$ cat config.mk
export PLATFORM = sky130hd
export DESIGN_NAME = pdrt_cell
export DESIGN_NICKNAME = d
export VERILOG_FILES = /design/src/rtl/perceptron_delta_rule_trainer_macros.svh /design/src/rtl/pdrt_pkg.sv /design/src/rtl/pdrt_cell.sv
export SDC_FILE = /design/constraint.sdc
export NUM_CORES = 2
export LEC_CHECK = 0
export BUFFER_PORTS_ARGS = -buffer_cell sky130_fd_sc_hd__clkbuf_2
export CELL_PAD_IN_SITES_DETAIL_PLACEMENT = 0
export CELL_PAD_IN_SITES_GLOBAL_PLACEMENT = 1
export CORE_MARGIN = 2
export CORE_UTILIZATION = 48
export CTS_CLUSTER_DIAMETER = 40
export DETAILED_ROUTE_END_ITERATION = 10
export PLACE_DENSITY = 0.76
export SLEW_MARGIN = 10
export SYNTH_ARGS = -nofsm -noshare
export SYNTH_HDL_FRONTEND = slang
export SYNTH_SLANG_ARGS = --single-unit
export TNS_END_PERCENT = 20
$ cat constraint.sdc
create_clock -name i_clk -period 10.4 [get_ports i_clk]
set_input_delay 2.6 -clock i_clk [delete_from_list [all_inputs] [get_ports i_clk]]
set_output_delay 2.6 -clock i_clk [all_outputs]
set_load 0.05 [all_outputs]
$ cat src/rtl/perceptron_delta_rule_trainer_macros.svh
// Assertion macros for the perceptron delta-rule trainer.
// Included by the top level; relies on i_clk and i_rst_n in the including scope.
`ifndef PERCEPTRON_DELTA_RULE_TRAINER_MACROS_SVH
`define PERCEPTRON_DELTA_RULE_TRAINER_MACROS_SVH

// same-cycle implication, disabled in reset
`define PDRT_ASSERT_NOW(lbl, ante, cons) \
    lbl: assert property (@(posedge i_clk) disable iff (!i_rst_n) (ante) |-> (cons)) \
        else $error("pdrt assertion failed");

// next-cycle implication, disabled in reset
`define PDRT_ASSERT_NEXT(lbl, ante, cons) \
    lbl: assert property (@(posedge i_clk) disable iff (!i_rst_n) (ante) |=> (cons)) \
        else $error("pdrt assertion failed");

`endif

$ cat src/rtl/pdrt_pkg.sv
// Shared types, constants and saturation helpers for the perceptron trainer.
// No dependencies; used by pdrt_cell and perceptron_delta_rule_trainer.
package pdrt_pkg;

    localparam int NUM_FEATURES_DEF = 8;
    localparam int MAX_FEATURES     = 8;

    localparam int W_FEAT   = 16;
    localparam int W_WGT    = 32;
    localparam int W_LR     = 16;
    localparam int W_PROD   = W_WGT + W_FEAT;
    localparam int W_LE     = W_LR + 1 + W_WGT;
    localparam int W_DPROD  = W_LE + W_FEAT;
    localparam int W_WIDE   = 40;
    localparam int SHIFT_SUM = 12;
    localparam int SHIFT_UPD = 28;
    localparam int SHIFT_DES = 4;
    localparam int W_CFG    = 32;
    localparam int W_CFG_IDX = 1;

    typedef logic signed [W_FEAT-1:0]  t_feat;
    typedef logic signed [W_WGT-1:0]   t_weight;
    typedef logic        [W_LR-1:0]    t_lr;
    typedef logic signed [W_PROD-1:0]  t_prod;
    typedef logic signed [W_LE-1:0]    t_le;
    typedef logic signed [W_DPROD-1:0] t_dprod;
    typedef logic signed [W_WIDE-1:0]  t_wide;
    typedef logic signed [W_DPROD-SHIFT_UPD-1:0] t_delta;

    localparam t_weight S32_MAX = 32'sh7FFF_FFFF;
    localparam t_weight S32_MIN = 32'sh8000_0000;

    localparam t_lr     LR_RESET  = 16'd6554;
    localparam t_weight THR_RESET = 32'sd32768;

    localparam logic [1:0] KIND_INFER = 2'd0;
    localparam logic [1:0] KIND_TRAIN = 2'd1;
    localparam logic [1:0] KIND_CLEAR = 2'd2;

    localparam logic [W_CFG_IDX-1:0] REG_LEARNING_RATE = 1'd0;
    localparam logic [W_CFG_IDX-1:0] REG_THRESHOLD     = 1'd1;

    typedef enum logic [3:0] {
        ST_IDLE,
        ST_MUL,
        ST_CHAIN,
        ST_SUM,
        ST_ERR,
        ST_LE,
        ST_DMUL,
        ST_UPD,
        ST_OUT
    } t_state;

    typedef struct packed {
        logic load_feat;
        logic calc_prod;
        logic calc_delta;
        logic write_weight;
        logic clear_weight;
    } t_cell_ctl;

    function automatic logic ovf32(input t_wide v);
        return (v > t_wide'(S32_MAX)) || (v < t_wide'(S32_MIN));
    endfunction

    function automatic t_weight sat32(input t_wide v);
        t_weight r;
        if (v > t_wide'(S32_MAX)) begin
            r = S32_MAX;
        end else if (v < t_wide'(S32_MIN)) begin
            r = S32_MIN;
        end else begin
            r = t_weight'(v);
        end
        return r;
    endfunction

endpackage

$ cat src/rtl/pdrt_cell.sv
// One weight cell of the trainer row: holds a weight and a feature, forms its
// product into the rippling partial sum and applies its own weight update. Uses pdrt_pkg.
module pdrt_cell #(
    parameter int ACC_W = pdrt_pkg::W_PROD + 3
) (
    input  logic                    i_clk,
    input  logic                    i_rst_n,
    input  pdrt_pkg::t_cell_ctl     i_ctl,
    input  pdrt_pkg::t_feat         i_feature,
    input  pdrt_pkg::t_le           i_le,
    input  logic signed [ACC_W-1:0] i_psum,
    output logic signed [ACC_W-1:0] o_psum,
    output logic                    o_clip
);

    pdrt_pkg::t_weight          r_weight;
    pdrt_pkg::t_feat            r_feat;
    pdrt_pkg::t_prod            r_prod;
    pdrt_pkg::t_dprod           r_dprod;
    logic signed [ACC_W-1:0]    r_psum;

    pdrt_pkg::t_prod            n_prod;
    pdrt_pkg::t_dprod           n_dprod;
    logic signed [ACC_W-1:0]    n_psum;
    pdrt_pkg::t_delta           delta;
    pdrt_pkg::t_wide            wgt_wide;
    pdrt_pkg::t_weight          n_weight;

    always_comb begin
        n_prod   = pdrt_pkg::t_prod'(r_weight) * pdrt_pkg::t_prod'(r_feat);
        n_dprod  = pdrt_pkg::t_dprod'(i_le) * pdrt_pkg::t_dprod'(r_feat);
        n_psum   = i_psum + ACC_W'(r_prod);
        delta    = r_dprod[pdrt_pkg::W_DPROD-1:pdrt_pkg::SHIFT_UPD];
        wgt_wide = pdrt_pkg::t_wide'(r_weight) + pdrt_pkg::t_wide'(delta);
        n_weight = pdrt_pkg::sat32(wgt_wide);
        o_clip   = pdrt_pkg::ovf32(wgt_wide);
    end

    always_ff @(posedge i_clk) begin
        if (!i_rst_n) begin
            r_weight <= '0;
        end else if (i_ctl.clear_weight) begin
            r_weight <= '0;
        end else if (i_ctl.write_weight) begin
            r_weight <= n_weight;
        end
    end

    always_ff @(posedge i_clk) begin
        if (i_ctl.load_feat) begin
            r_feat <= i_feature;
        end
        if (i_ctl.calc_prod) begin
            r_prod <= n_prod;
        end
        if (i_ctl.calc_delta) begin
            r_dprod <= n_dprod;
        end
        r_psum <= n_psum;
    end

    assign o_psum = r_psum;

endmodule
==> results.toml <==
[run_status]
status = "finished, final reports clean"

[synth]
synth_cell_types = 80
synth_area_per_cell_um2 = 8.92
ys_ff_latch = 184
synth_warnings = 0
synthCells = 5973
synthesis.area_mm2 = 0.0533
async_flop_share_pct = 0
seq_area_frac_synth_pct = 8.81
ys.flop_type = "edfxtp_1"
syn_nets = 7653
synth_edf_count = 101

[final_layout]
drive_gt1_share_pct = 4.55
regArea_mm2 = 0.00469
instances_no_fill = 7443
area_growth_pct = 4.94
multi_input_area_mm2 = 0.0419
nFillCells = 10600
num_antenna_cells = 0
nets = 7622

[clock_tree]
cts_root_buf = "clkbuf_16"
cts_max_path_buffers = 2
hold_buffers = 0
clock_sinks = 184
htree_levels = 4
cts_resized = 0
cts_tree = "done"
postCtsSetupBuffers = 0
clk_pin_slew_ns = 0.07
cts_buffers = 17
clkLatencyLatePin_ns = 0.53

[placed_design]
gp_congestion = 0.880
place_inst = 7411
portBuffers = 174
place_hpwl_um = 104000

[sta]
skew_ns = 0.0154
maxSlewViolCount = 0
hold_viol_final = 0
timing.final.crit_share_pct = 86.2
setup_viol = 0
max_slew_margin_pct = 19.0
max_freq_mhz = 112
worst_pin_slew_ns = 1.21
tns_ns = 0
final.min_clock_period_ns = 8.97
rsz0062_at_grt = "false"

[setup_path]
rr_worst_depth = 24
crit_arrival_ns = 9.22
critPathCaptureType = "flip-flop"
worstSetupStartpointType = "input pin"
worstSetupPathType = "in2reg"
required_ns = 10.65
path_max_fanout = 16

[routing]
dr.pass1.iters = 5
drt_iter0_markers = 1933
ant_nets = 0
via_per_inst = 5.11
drc = 0
wirelength_um = 130000
vias = 38100
routedWlPerCell_um = 17.5

[global_route]
grt_pass1_vias = 41100
antenna_found_initial = 1
grt_remaining_overflow = 0
grt_pass1_wl_um = 215000
grtUsageTotal_pct = 23.9
grt_start_max_net_pins = 82

[floorplan]
ioPinCount = 175
design.die.area_mm2 = 0.114
die_h_um = 337
initial_core_util_pct = 48.3
row_count = 122
die_w_um = 337
core_area_mm2 = 0.110

[min_path]
worstHoldPathCells = 1
hp-class = "reg2reg"

[job]
drv_cap = 0
logic make-up (layout without fill, tap and decap cells):
| family | after synthesis | after routing | share of synthesized area (%) |
|---|---|---|---|
| AOI/OAI and AO/OA | 584 | 584 | 7.31 |
| DFF | 184 | 184 | 8.81 |
| adders and majority gates | 1557 | 1557 | 53.6 |
| xor gates and xnor gates | 168 | 168 | 2.76 |
| muxes | 2 | 2 | 0.0376 |
| buffers and inverters | 1762 | 1744 | 12.5 |
| and+or+nand+nor | 1716 | 1716 | 15.0 |
critical path, cell delays in order:
cell and delay, ns:
clkbuf_2 0.26, and2_1 0.27, fa_1 0.53, inv_1 0.05, fa_1 0.45, fa_1 0.51
inv_1 0.05, fa_1 0.50, fa_1 0.52, inv_1 0.06, fa_1 0.49, inv_1 0.04
ha_1 0.32, a21o_1 0.20, a21o_1 0.18, a221oi_1 0.33, o211a_1 0.34, o21ai_1 0.19
o21ai_0 0.27, o21ai_0 0.15, buf_4 0.18, a31oi_1 0.33, mux2i_1 0.23, o2111ai_1 0.14
cells in the final DEF, fill, tap and decap left out, drive strengths merged, types with 10 or more instances in the layout:
master  netlist  layout
a21oi       163     163
nand2b       35      35
nand4        23      23
nand2       921     921
o21ai        97      97
and3         15      15
and2        438     438
ha          346     346
o211ai       47      47
a21o        102     102
xnor2       117     117
a21boi       10      10
dfxtp        83      83
nor2        164     164
xor2         51      51
nor2b        25      25
nand3        33      33
buf          12      40
o21a         26      26
a211oi       18      18
a31oi        20      20
inv        1497    1503
edfxtp      101     101
clkbuf      252     195
nor3         31      31
o21bai       15      15
fa         1211    1211
worst paths after layout:
kind                                start     endpoint  slack (ns)
worst max-delay path             i_le[17]  r_dprod[62]        1.43
worst min-delay path            r_prod[0]    o_psum[0]        0.52
worst max register to register  r_feat[6]  r_dprod[62]        2.32
worst min register to register  r_prod[0]    o_psum[0]        0.52
cell usage after synthesis (all sizes together), types with 5 or more instances:
master	n	area, um^2
o31a	5	45.0
nand4	23	144
o2111ai	5	43.8
a31oi	20	125
and4	6	52.6
o41ai	7	95.1
nor2	164	616
a2111oi	5	50.0
xor2	51	447
dfxtp	83	1660
a31o	7	61.3
clkbuf	252	946
a221oi	9	78.8
nand3	33	165
nand2b	35	219
nand2	921	3460
a21o	102	766
o22ai	6	37.5
a21boi	10	75.1
fa	1211	24200
o21ai	97	493
ha	346	4330
xnor2	117	1020
and3	15	93.8
nor3	31	155
o31ai	5	37.5
or3	6	37.5
a211oi	18	145
edfxtp	101	3030
o21bai	15	113
nor2b	25	156
or2	9	56.3
o21a	26	196
inv	1497	5620
o211a	6	60.1
a21oi	163	820
o211ai	47	358
and2	438	2740
buf	12	71.3
stage by stage:
stage | worst slack, ns | util (%) | cell area [um^2] | hold slack, ns
after detailed placement | 0.909 | 50.1 | 55300 | 0.497
after global placement | 0.983 | 50.1 | 55300 | 0.503
final | 1.43 | 50.6 | 55900 | 0.519
after global routing | 1.07 | 50.6 | 55900 | 0.544
after floorplan | 1.77 | - | 53300 | 0.437
after CTS | 1.47 | 50.6 | 55900 | 0.518
registers in the layout (all words and copies together) (netlist names):
name,count
r_weight,32
r_prod,48
r_feat,16
r_dprod,37
o_psum,51
per-layer routing:
layer | vias up | GRT usage, % | wire [um]
met4 | 0 | 4.77 | 1840
li1 | 17600 | - | -
met5 | - | 0 | 0
met2 | 900 | 40.8 | 63000
met3 | 124 | 2.67 | 6270
met1 | 19400 | 33.2 | 58900
cell type report:
| cell class | instances | area share [%] |
|---|---|---|
| multi-input combinational | 4027 | 75.0 |
| inverter | 1498 | 10.1 |
| sequential | 184 | 8.40 |
| tap | 1488 | 3.33 |
| timing repair buffer | 214 | 2.14 |
| clock buffer | 21 | 0.844 |
| clock inverter | 11 | 0.195 |
Power is not shown: default switching activity piles up to over one toggle a cycle in this logic, so the estimate is an artifact.
